--- src/rtl/core/ahik_pkg.sv ---
`default_nettype none

package ahik_pkg;

    localparam int LEN_W        = 16;  // Q2.14 lengths and heights
    localparam int ANG_W        = 16;  // Q3.13 angles
    localparam int V_W          = 18;  // height offset from the shoulder
    localparam int M_W          = 17;  // second link plus elbow offset
    localparam int RAD_W        = 36;  // square-root operand
    localparam int ROOT_W       = 18;  // square-root result
    localparam int CORDIC_STEPS = 20;
    localparam int CW           = 46;  // CORDIC x/y datapath
    localparam int ZW           = 24;  // CORDIC angle, Q3.20
    localparam int PRESCALE_SH  = 24;
    localparam int ANG_DROP     = 7;   // Q3.20 -> Q3.13

    localparam logic [1:0] ST_OK    = 2'd0;
    localparam logic [1:0] ST_BELOW = 2'd1;
    localparam logic [1:0] ST_ABOVE = 2'd2;

    localparam logic [2:0] CFG_BASE  = 3'd0;
    localparam logic [2:0] CFG_LINK1 = 3'd1;
    localparam logic [2:0] CFG_ELBOW = 3'd2;
    localparam logic [2:0] CFG_LINK2 = 3'd3;
    localparam logic [2:0] CFG_GRIP  = 3'd4;

    typedef struct packed {
        logic [1:0]            status;
        logic                  tilt;
        logic signed [V_W-1:0] v;     // dz when tilting, dz - l1 when lifting
    } side_t;

    // atan(2^-i), Q3.20
    function automatic logic signed [ZW-1:0] atan_tab(input logic [4:0] idx);
        logic signed [ZW-1:0] r;
        case (idx)
            5'd0:    r = 24'sd823550;
            5'd1:    r = 24'sd486170;
            5'd2:    r = 24'sd256879;
            5'd3:    r = 24'sd130396;
            5'd4:    r = 24'sd65451;
            5'd5:    r = 24'sd32757;
            5'd6:    r = 24'sd16383;
            5'd7:    r = 24'sd8192;
            5'd8:    r = 24'sd4096;
            5'd9:    r = 24'sd2048;
            5'd10:   r = 24'sd1024;
            5'd11:   r = 24'sd512;
            5'd12:   r = 24'sd256;
            5'd13:   r = 24'sd128;
            5'd14:   r = 24'sd64;
            5'd15:   r = 24'sd32;
            5'd16:   r = 24'sd16;
            5'd17:   r = 24'sd8;
            5'd18:   r = 24'sd4;
            5'd19:   r = 24'sd2;
            default: r = '0;
        endcase
        return r;
    endfunction

endpackage

`default_nettype wire

--- src/rtl/core/ahik_sqrt.sv ---
`default_nettype none

// Floor square root, one result bit per stage.
module ahik_sqrt import ahik_pkg::*; (
    input  wire logic              aclk,
    input  wire logic              aresetn,
    input  wire logic              en,
    input  wire logic              in_valid,
    input  wire side_t             in_side,
    input  wire logic [RAD_W-1:0]  in_rad,
    output logic                   out_valid,
    output side_t                  out_side,
    output logic [ROOT_W-1:0]      out_root
);

    localparam int RE = RAD_W + 2;

    logic [ROOT_W:1]     vld_reg;
    logic [RE-1:0]       rem_reg  [1:ROOT_W];
    logic [ROOT_W-1:0]   root_reg [1:ROOT_W];
    side_t               side_reg [1:ROOT_W];

    for (genvar k = 0; k < ROOT_W; k++) begin : g_stage
        localparam int J = ROOT_W - 1 - k;
        logic              cur_vld;
        logic [RE-1:0]     cur_rem;
        logic [ROOT_W-1:0] cur_root;
        side_t             cur_side;
        logic [RE-1:0]     trial;

        if (k == 0) begin : g_first
            assign cur_vld  = in_valid;
            assign cur_rem  = {2'b00, in_rad};
            assign cur_root = '0;
            assign cur_side = in_side;
        end else begin : g_next
            assign cur_vld  = vld_reg[k];
            assign cur_rem  = rem_reg[k];
            assign cur_root = root_reg[k];
            assign cur_side = side_reg[k];
        end

        // (R + 2^J)^2 - R^2
        assign trial = ({{(RE-ROOT_W){1'b0}}, cur_root} << (J + 1)) + (RE'(1) << (2 * J));

        always_ff @(posedge aclk) begin
            if (!aresetn) begin
                vld_reg[k+1] <= 1'b0;
            end else if (en) begin
                vld_reg[k+1] <= cur_vld;
            end
        end

        always_ff @(posedge aclk) begin
            if (en) begin
                side_reg[k+1] <= cur_side;
                if (cur_rem >= trial) begin
                    rem_reg[k+1]  <= cur_rem - trial;
                    root_reg[k+1] <= cur_root | (ROOT_W'(1) << J);
                end else begin
                    rem_reg[k+1]  <= cur_rem;
                    root_reg[k+1] <= cur_root;
                end
            end
        end
    end

    assign out_valid = vld_reg[ROOT_W];
    assign out_side  = side_reg[ROOT_W];
    assign out_root  = root_reg[ROOT_W];

endmodule

`default_nettype wire

--- config.mk ---
export PLATFORM = sky130hd
export DESIGN_NAME = ahik_sqrt
export DESIGN_NICKNAME = d
export VERILOG_FILES = /design/src/rtl/core/ahik_pkg.sv /design/src/rtl/core/ahik_sqrt.sv
export SDC_FILE = /design/constraint.sdc
export NUM_CORES = 1
export LEC_CHECK = 0
export BUFFER_PORTS_ARGS = -buffer_cell sky130_fd_sc_hd__buf_2
export CAP_MARGIN = 10
export CELL_PAD_IN_SITES_DETAIL_PLACEMENT = 1
export CELL_PAD_IN_SITES_GLOBAL_PLACEMENT = 2
export CORE_AREA = 5 5 325 327
export CTS_CLUSTER_SIZE = 40
export DETAILED_ROUTE_END_ITERATION = 10
export DIE_AREA = 0 0 330 332
export GPL_ROUTABILITY_DRIVEN = 0
export PLACE_DENSITY_LB_ADDON = 0.1
export SLEW_MARGIN = 20
export SYNTH_ARGS = -nofsm -noshare
export SYNTH_HDL_FRONTEND = slang
export SYNTH_SLANG_ARGS = --single-unit
--- constraint.sdc ---
create_clock -name aclk -period 5.9 [get_ports aclk]
set_input_delay 1.18 -clock aclk [delete_from_list [all_inputs] [get_ports aclk]]
set_output_delay 1.18 -clock aclk [all_outputs]
set_load 0.01 [all_outputs]
==> flow_summary_export.csv, run 1 <==
group,metric,value,unit
power,power_density,367,nW/um^2
sta,slew_violations,0,
critical_path,crit_start,"rem_reg[0][576]",
sta,worst_pin_slew,1.06,ns
critical_path,worstSetupStartpointType,"flop",
layout,nets,3878,
detailed_routing,routed_wl,108000,um
power,switching_share,0.245,
sta,setup_viol,0,
layout,largest_reg_flops,645,
detailed_routing,route.vias.total,28100,
placement,io_buffers,100,
power,switchingPower,5.13,mW
global_route,grt_usage,0.197,
critical_path,end_kind,"flop",
detailed_routing,routedWlPerCell,21.1,um
critical_path,critical_path.max_fanout,21,
placement,dp.cells,4888,
logic_synthesis,synthCells,3449,
clock_tree,clk_pin_slew,0.07,ns
sta,min_period,3.97,ns
detailed_routing,via_per_inst,5.49,
layout,utilization,0.557,
sta,hold_violations,0,
clock_tree,cts_root_buffer,"clkbuf_16",
clock_tree,cts_sinks,1212,
clock_tree,cts_resized,0,
floorplan,die_w,330,um
worst_hold_path,holdCritStartpoint,"side_reg[0][233]",
sta,worst_slack,1.93,ns
clock_tree,hold_buffers,0,
floorplan,dieArea,110000,sq um
layout,layout.cells.non_filler,5113,
layout,layout-drive-gt1-share,0.101,
logic_synthesis,synth-async-reset-ratio,0,
critical_path,cpPeakStageDelay,0.63,ns
clock_tree,numCtsBuffers,120,
logic_synthesis,synth_area_per_cell,14.7,sq um
global_route,grt_pass1_wl,170000,um
sta,fmax,252,MHz
logic_synthesis,synth_edf_count,1194,
floorplan,num_rows,118,
critical_path,required,6.37,ns
power,ir_worst_vdd,0.294,mV
layout,stdcell_area,57200,sq um
placement,hpwlAfterDp,78700,um
logic_synthesis,ys_warn_count,0,
sta,holdWs,0.395,ns
critical_path,r2r_start,"rem_reg[0][576]",
logic_synthesis,ys_seq_area_frac,0.713,
sta,max_slew_margin,0.295,
critical_path,critical-path-slowest-cell,"and3_1",
sta,rsz0062_at_grt,"false",
floorplan,pin_count,101,
detailed_routing,first_iter_violations,1975,
detailed_routing,final_antenna_net_count,0,
status,status,"finished, final reports clean",
power,power.leakage,21.0,nW
global_route,first_global_vias,29600,
global_route,grt_max_degree,176,
sta,fin_crit_sh,0.672,
job,cap_violations,0,
global_route,grt_antenna_before_repair,0,
floorplan,coreArea,103000,sq um
logic_synthesis,syn_nets,3697,
power,power,21.0,mW
logic_synthesis,synth_flop_cell,"edfxtp_1",
layout,mostFrequentLayoutCells,"1194 x edfxtp_1, 233 x inv_1, 202 x nand2_1, 187 x ha_1, 185 x nor2_1",
clock_tree,cts_setup_buffers,0,
clock_tree,clk_path_buf_depth,3,
placement,place_area,53000,sq um
floorplan,die_h,332,um
layout,layout_commonest_cell,"edfxtp_1",
layout,area_delta_synth_final,12.5,%
placement,place_ws,1.89,ns
global_route,gr-total-overflow,0,
worst_hold_path,min_path_type,"reg2reg",
power,clockPowerShare,0.369,
detailed_routing,drc_errors,0,
floorplan,initial_utilization,0.495,
clock_tree,cts_tree,"done",
sta,skew,0.0522,ns
critical_path,cp_cell_sequence,"ha_1 > nor2b_1 > o31ai_1 > a211oi_1 > o21ai_0 > and3_1 > inv_1 > a21oi_1",
clock_tree,h-tree-depth,3,
critical_path,crit_type,"reg2reg",
sta,fin_tns_setup,0,ns
logic_synthesis,ys_seq_elements,1212,
power,pwr-share-comb,0.109,
logic_synthesis,synth.cell_area,50800,sq um
power,p_int,15.8,mW
logic_synthesis,synth_cell_types,84,
clock_tree,clk_latency,0.72,ns
power,power_frac_seq,0.521,
critical_path,worst_ep_arrival_time,4.44,ns
detailed_routing,drt-pass1-iter-count,5,
-- power groups by stage --
stage | Combinational, mW | Sequential, mW | Clock (mW)
final | 2.29 | 10.9 | 7.75
after global routing | 2.54 | 11.0 | 8.40
after CTS | 2.30 | 10.9 | 7.97
after detailed placement | 2.29 | 11.1 | 0
after global placement | 2.18 | 11.1 | 0
after floorplan | 1.64 | 10.9 | 0
-- cells by family after synthesis --
group                      Yosys count  share of synthesized area
AOI/OAI and AO/OA                  488                     0.0615
xor gates and xnor gates           277                     0.0477
adders and majority gates          187                     0.0460
buffers and inverters              300                     0.0228
DFF                               1212                      0.713
muxes                               56                     0.0123
and+or+nand+nor                    929                     0.0970
-- cells in the mapped netlist (all sizes together), types with 7 or more instances --
master / n / share of area
nor4: 96 / 0.012
nand3: 48 / 0.0048
a211oi: 13 / 0.0019
edfxtp: 1194 / 0.71
buf: 12 / 0.0015
nor3: 87 / 0.0086
o21bai: 10 / 0.0015
nor4b: 15 / 0.0026
and2: 15 / 0.0018
and3: 13 / 0.0016
nand2b: 40 / 0.0049
xnor2: 134 / 0.023
nand2: 202 / 0.015
or4: 26 / 0.0040
nor2b: 45 / 0.0055
o21ai: 145 / 0.014
mux2i: 25 / 0.0049
a21o: 43 / 0.0064
a21boi: 7 / 0.0010
o211ai: 8 / 0.0012
ha: 187 / 0.046
dfxtp: 18 / 0.0071
or3: 42 / 0.0052
a31oi: 14 / 0.0017
mux2: 31 / 0.0074
nor3b: 17 / 0.0027
clkbuf: 55 / 0.0041
nor2: 185 / 0.014
and4: 8 / 0.0014
o31a: 10 / 0.0017
nand4: 38 / 0.0047
o21a: 36 / 0.0053
o31ai: 19 / 0.0028
nand4b: 8 / 0.0014
and4b: 7 / 0.0014
inv: 233 / 0.017
xor2: 143 / 0.025
a21oi: 123 / 0.012
nand3b: 16 / 0.0024
or2: 10 / 0.0012
-- worst max-delay path: cells and delay by family, from the launching register on --
| kind | cells | cell delay (ns) |
|---|---|---|
| AOI/OAI and AO/OA | 4 | 1.61 |
| and+or+nand+nor | 2 | 0.81 |
| buffers and inverters | 1 | 0.53 |
| DFF | 1 | 0.40 |
| adders and majority gates | 1 | 0.39 |
-- layer usage --
metal | track usage | part of all wire | wire length [um] | vias up
met5 | 0 | 0 | 0 | -
met3 | 0.0343 | 0.043 | 4580 | 184
met4 | 0.0561 | 0.028 | 2990 | 0
met1 | 0.264 | 0.43 | 46700 | 14000
met2 | 0.332 | 0.50 | 53400 | 522
li1 | - | - | - | 13300
-- area by class of cell --
type / instances / area (sq um)
Clock buffer: 140 / 3160
Timing Repair Buffer: 126 / 781
Fill cell: 9704 / 45500
Antenna cell: 1 / 2.50
Sequential cell: 1212 / 36200
Tap cell: 1380 / 1730
Inverter: 233 / 875
Multi-Input combinational cell: 1937 / 13400
Clock inverter: 84 / 948
-- path summary, 6_finish.rpt --
check	endpoint	slack, ns	depth (start not counted)
worst max-delay path	rem_reg[0][619]	1.93	8
worst min-delay path	side_reg[0][254]	0.39	0
worst max register to register	rem_reg[0][619]	1.93	8
worst min register to register	side_reg[0][254]	0.39	0
Power figures use the tool's default switching activity.
==> inputs of run 2 (changes only) <==
CORE_AREA = 5 5 339 341   (was 5 5 325 327)
DIE_AREA = 0 0 344 346   (was 0 0 330 332)
clock period = 3.8 ns   (was 5.9 ns; I/O delays follow)
==> run 2 against run 1 <==
Against the previous run: via count grew 0.25%; maximum frequency rose by 9.5%; register-to-register slack got worse by 1.8 ns; power is 57% higher; cell count grew 3.4%; critical path depth rose by 1; sequential share of layout area is 0.67 points lower; routed wire length up 3.6%; flip-flop and latch count unchanged; combinational power up 56%; clock power is 60% higher; critical path type unchanged; critical endpoint is now rem_reg[0][560].
==> flow_summary_export.csv, run 2 (synthesized netlist as in run 1, its figures left out) <==
group,metric,value,unit
global_route,grt_pass1_wl,175000,um
power,ir_worst_vdd,0.434,mV
clock_tree,numCtsBuffers,134,
power,power,33.0,mW
clock_tree,clk_pin_slew,0.06,ns
global_route,grt_antenna_before_repair,4,
critical_path,cp_cell_sequence,"ha_1 > nor2b_1 > o31a_1 > o31a_1 > o41ai_4 > o21ai_1 > or4_1 > o31ai_1 > o21ai_0",
power,power_density,571,nW/um^2
placement,io_buffers,100,
sta,max_slew_margin,0.322,
detailed_routing,first_iter_violations,1795,
clock_tree,h-tree-depth,4,
placement,dp.cells,5046,
clock_tree,cts_root_buffer,"clkbuf_16",
worst_hold_path,worstHoldPathCells,1,
sta,hold_violations,0,
layout,mostFrequentLayoutCells,"1194 x edfxtp_1, 233 x inv_1, 202 x nand2_1, 187 x ha_1, 185 x nor2_1",
layout,nets,3930,
global_route,grt_max_degree,165,
power,power.leakage,21.2,nW
critical_path,required,4.26,ns
sta,fin_tns_setup,0,ns
global_route,first_global_vias,30100,
detailed_routing,drc_errors,0,
global_route,grt_usage,0.189,
floorplan,pin_count,101,
sta,fmax,276,MHz
floorplan,die_w,344,um
floorplan,initial_utilization,0.455,
detailed_routing,routedWlPerCell,21.1,um
floorplan,dieArea,119000,sq um
worst_hold_path,min_path_type,"in2reg",
floorplan,die_h,346,um
sta,slew_violations,0,
clock_tree,clk_path_buf_depth,3,
layout,layout.cells.non_filler,5289,
detailed_routing,via_per_inst,5.32,
sta,min_period,3.62,ns
layout,largest_reg_flops,645,
clock_tree,clk_latency,0.74,ns
critical_path,crit_type,"reg2reg",
floorplan,num_rows,123,
clock_tree,cts_setup_buffers,0,
detailed_routing,routed_wl,112000,um
clock_tree,cts_sinks,1212,
critical_path,critical-path-slowest-cell,"or4_1",
clock_tree,cts_tree,"done",
layout,layout_commonest_cell,"edfxtp_1",
status,status,"finished, final reports clean",
floorplan,coreArea,112000,sq um
layout,area_delta_synth_final,13.7,%
global_route,gr-total-overflow,0,
critical_path,worstSetupStartpointType,"flop",
critical_path,reg2reg_depth,9,
critical_path,crit_buf_inv,0,
critical_path,cpPeakStageDelay,0.65,ns
sta,skew,0.0401,ns
sta,worst_pin_slew,1.02,ns
layout,layout-drive-gt1-share,0.107,
critical_path,worst_ep_arrival_time,4.08,ns
critical_path,worst-path-stages,9,
critical_path,cp_common_cell,"o31a_1",
placement,hpwlAfterDp,81800,um
detailed_routing,drt-pass1-iter-count,5,
detailed_routing,route.vias.total,28100,
job,cap_violations,0,
critical_path,critical_path.max_fanout,6,
sta,fin_crit_sh,0.953,
critical_path,path_delay_family,"compound AO/OA/AOI/OAI gates",
clock_tree,hold_buffers,0,
sta,rsz0062_at_grt,"false",
critical_path,end_kind,"flop",
sta,setup_viol,0,
clock_tree,cts_resized,0,
detailed_routing,final_antenna_net_count,0,
run 2: layout make-up:
| cell class | instances | area, sq um |
|---|---|---|
| Clock buffer | 169 | 3560 |
| Fill cell | 10800 | 53800 |
| Tap cell | 1500 | 1880 |
| Timing Repair Buffer | 164 | 1050 |
| Multi-Input combinational cell | 1937 | 13400 |
| Antenna cell | 1 | 2.50 |
| Clock inverter | 73 | 733 |
| Inverter | 233 | 875 |
| Sequential cell | 1212 | 36200 |
run 2: where the power goes:
part           internal (mW)  switching (mW)  leakage [nW]
clock                   7.13            5.27          2.06
combinational           1.46            2.11          7.50
sequential              16.2           0.843          11.7
run 2: worst paths after layout:
| check | from | end | slack [ns] |
|---|---|---|---|
| setup / recovery | rem_reg[0][504] | rem_reg[0][560] | 0.18 |
| hold / removal | in_rad[8] | rem_reg[0][46] | 0.20 |
| setup reg to reg | rem_reg[0][504] | rem_reg[0][560] | 0.18 |
| hold reg to reg | side_reg[0][107] | side_reg[0][128] | 0.41 |
run 2: per-layer routing:
metal  GRT usage  share of wire
met1       0.243           0.43
met2       0.328           0.51
met3      0.0321          0.035
met4      0.0642          0.031
met5           0        0.00029
run 2: metrics by stage:
stage	hold slack [ns]	worst slack [ns]	area (sq um)	utilization
CTS	0.122	0.230	57800	0.518
detailed placement	0.406	0.235	53500	0.479
global route	0.138	0.0272	57800	0.518
finish	0.196	0.180	57800	0.518
floorplan	0.400	0.300	50800	-
global placement	0.400	0.357	53500	0.479
==> inputs of run 3 (changes only) <==
CORE_AREA = 5 5 310 373   (was 5 5 339 341)
DIE_AREA = 0 0 315 378   (was 0 0 344 346)
RECOVER_POWER = 100   (was default)
==> run 3 against run 2 <==
Against the previous run: the run now ends with capacitance limit, slew limit left; largest cell class unchanged; maximum frequency increased by 2.2%; critical path depth is the same; global-route usage fell by 0.86 points; cell count is 0.17% lower; non-clock buffer count grew 1; worst setup slack gained 0.079 ns; clock power decreased by 3%; clock-buffer cell count is 34 lower; combinational power down 4%; clock skew is 0.019 ns higher; routed wire length is 3.1% lower; register-to-register slack improved by 0.08 ns.
==> flow_summary_export.csv, run 3 (synthesized netlist as in run 1, its figures left out) <==
group,metric,value,unit
status,status,"finished, violations left",
status,violations,"capacitance limit, slew limit",
detailed_routing,route.vias.total,27700,
clock_tree,clk_path_buf_depth,3,
sta,rsz0062_at_grt,"false",
floorplan,die_h,378,um
critical_path,worstSetupStartpointType,"flop",
layout,area_delta_synth_final,12.7,%
power,switchingPower,8.01,mW
layout,layout_commonest_cell,"edfxtp_1",
detailed_routing,first_iter_violations,1484,
global_route,gr-total-overflow,0,
sta,fin_tns_setup,0,ns
critical_path,r2r_start,"rem_reg[0][515]",
critical_path,crit_end,"rem_reg[0][560]",
placement,io_buffers,100,
global_route,grt_usage,0.181,
power,p_int,24.4,mW
clock_tree,clk_latency,0.74,ns
floorplan,num_rows,135,
floorplan,dieArea,119000,sq um
layout,stdcell_area,57300,sq um
global_route,grt_max_degree,169,
critical_path,cp_common_cell,"or4_1",
clock_tree,cts_root_buffer,"clkbuf_16",
worst_hold_path,min_path_type,"in2reg",
clock_tree,h-tree-depth,3,
critical_path,reg2reg_to,"rem_reg[0][560]",
layout,utilization,0.512,
sta,hold_violations,0,
power,power_density,566,nW/um^2
power,ir_worst_vdd,0.410,mV
detailed_routing,routed_wl,108000,um
power,power_frac_seq,0.525,
detailed_routing,routedWlPerCell,20.5,um
critical_path,crit_start,"rem_reg[0][515]",
critical_path,rrSetupSlack,0.26,ns
sta,fin_crit_sh,0.932,
floorplan,pin_count,101,
power,clockPowerShare,0.369,
sta,skew,0.0586,ns
placement,dp.cells,5054,
critical_path,required,4.23,ns
clock_tree,clk_pin_slew,0.06,ns
sta,setup_viol,0,
layout,mostFrequentLayoutCells,"1194 x edfxtp_1, 233 x inv_1, 202 x nand2_1, 187 x ha_1, 185 x nor2_1",
sta,fmax,282,MHz
critical_path,worst_ep_arrival_time,3.97,ns
layout,layout.cells.non_filler,5280,
detailed_routing,final_antenna_net_count,0,
sta,max_slew_margin,-1.00,
sta,worst_slack,0.259,ns
detailed_routing,via_per_inst,5.25,
global_route,grt_pass1_wl,169000,um
clock_tree,numCtsBuffers,119,
critical_path,reg2reg_depth,9,
job,cap_violations,9,
floorplan,coreArea,112000,sq um
sta,min_period,3.54,ns
global_route,first_global_vias,29800,
sta,slew_violations,795,
clock_tree,cts_tree,"done",
power,pwr-share-comb,0.106,
floorplan,die_w,315,um
placement,place_area,53500,sq um
sta,worst_pin_slew,3.00,ns
critical_path,cpPeakStageDelay,0.62,ns
layout,nets,3916,
clock_tree,cts_sinks,1212,
placement,place_ws,0.152,ns
critical_path,cp_cell_sequence,"ha_1 > nand3_2 > or4_1 > nor2_1 > a311oi_1 > o311a_1 > or4_1 > o31ai_1 > o21ai_0",
power,power.leakage,20.8,nW
detailed_routing,drc_errors,0,
layout,largest_reg_flops,645,
global_route,grt_antenna_before_repair,2,
critical_path,critical-path-slowest-cell,"or4_1",
critical_path,end_kind,"flop",
placement,hpwlAfterDp,79600,um
detailed_routing,drt-pass1-iter-count,5,
critical_path,crit_type,"reg2reg",
layout,layout-drive-gt1-share,0.0838,
critical_path,critical_path.max_fanout,9,
power,switching_share,0.247,
floorplan,initial_utilization,0.454,
==> run 3: cell count changes in the layout (fill, tap and decap cells not counted), moves of 5 or more <==
cell,change
clkinv_1,-10
mux2_4,-7
buf_2,-41
clkinvlp_4,+11
clkinv_2,+5
bufinv_16,+9
clkbuf_1,+64
mux2_1,+11
clkbuf_16,-17
buf_4,-43
==> run 3: cell type report <==
| type | instances | area (sq um) |
|---|---|---|
| clock buffers | 135 | 3040 |
| clock inverters | 89 | 1000 |
| flip-flops and latches | 1212 | 36200 |
| well taps | 1507 | 1890 |
| diodes | 2 | 5.00 |
| fillers | 11000 | 54600 |
| repair buffers | 165 | 848 |
| inverters | 233 | 875 |
| multi-input cells | 1937 | 13400 |
==> run 3: stage by stage <==
stage | total power, mW | hold slack, ns
2_1_floorplan | 19.4 | 0.400
3_3_place_gp | 20.7 | 0.400
3_5_place_dp | 20.8 | 0.405
4_1_cts | 32.9 | 0.124
5_1_grt | 34.0 | 0.148
6_report | 32.4 | 0.192
==> run 3: timing repair <==
| action | in CTS | in global routing |
|---|---|---|
| gates resized for setup | 0 | 2 |
| setup buffers | 0 | 0 |
| hold buffers | 0 | 0 |
| endpoints found under the setup margin | 0 | 3 |
==> run 3: worst min-delay path by stage <==
stage / startpoint / endpoint / slack, ns / cells after the start
after floorplan: side_reg[0][79] / side_reg[0][100] / 0.40 / 0
after global placement: side_reg[0][63] / side_reg[0][84] / 0.40 / 0
after detailed placement: side_reg[0][231] / side_reg[0][252] / 0.41 / 0
after CTS: in_rad[32] / rem_reg[0][70] / 0.12 / 1
after global routing: in_side[13] / side_reg[0][34] / 0.15 / 1
final: in_rad[32] / rem_reg[0][70] / 0.19 / 1
==> run 3: per-layer routing <==
layer	track usage	part of all wire	vias up	wire, um
met5	0	0	-	0
met3	0.0235	0.028	160	3020
met2	0.351	0.56	335	60300
li1	-	-	13400	-
met4	0.0591	0.027	0	2920
met1	0.204	0.39	13800	41900
==> run 3: power groups by stage <==
stage | Combinational (mW) | Sequential [mW] | Clock, mW
5_1_grt | 3.86 | 17.1 | 13.0
3_5_place_dp | 3.53 | 17.3 | 0
2_1_floorplan | 2.54 | 16.9 | 0
3_3_place_gp | 3.41 | 17.2 | 0
6_report | 3.44 | 17.0 | 12.0
4_1_cts | 3.56 | 17.0 | 12.3
==> run 3: critical path: cells and delay by family (launching register included) <==
kind	cells	cell delay, ns
simple gates	4	1.66
compound gates	4	0.78
flops	1	0.43
fa+ha+maj	1	0.41
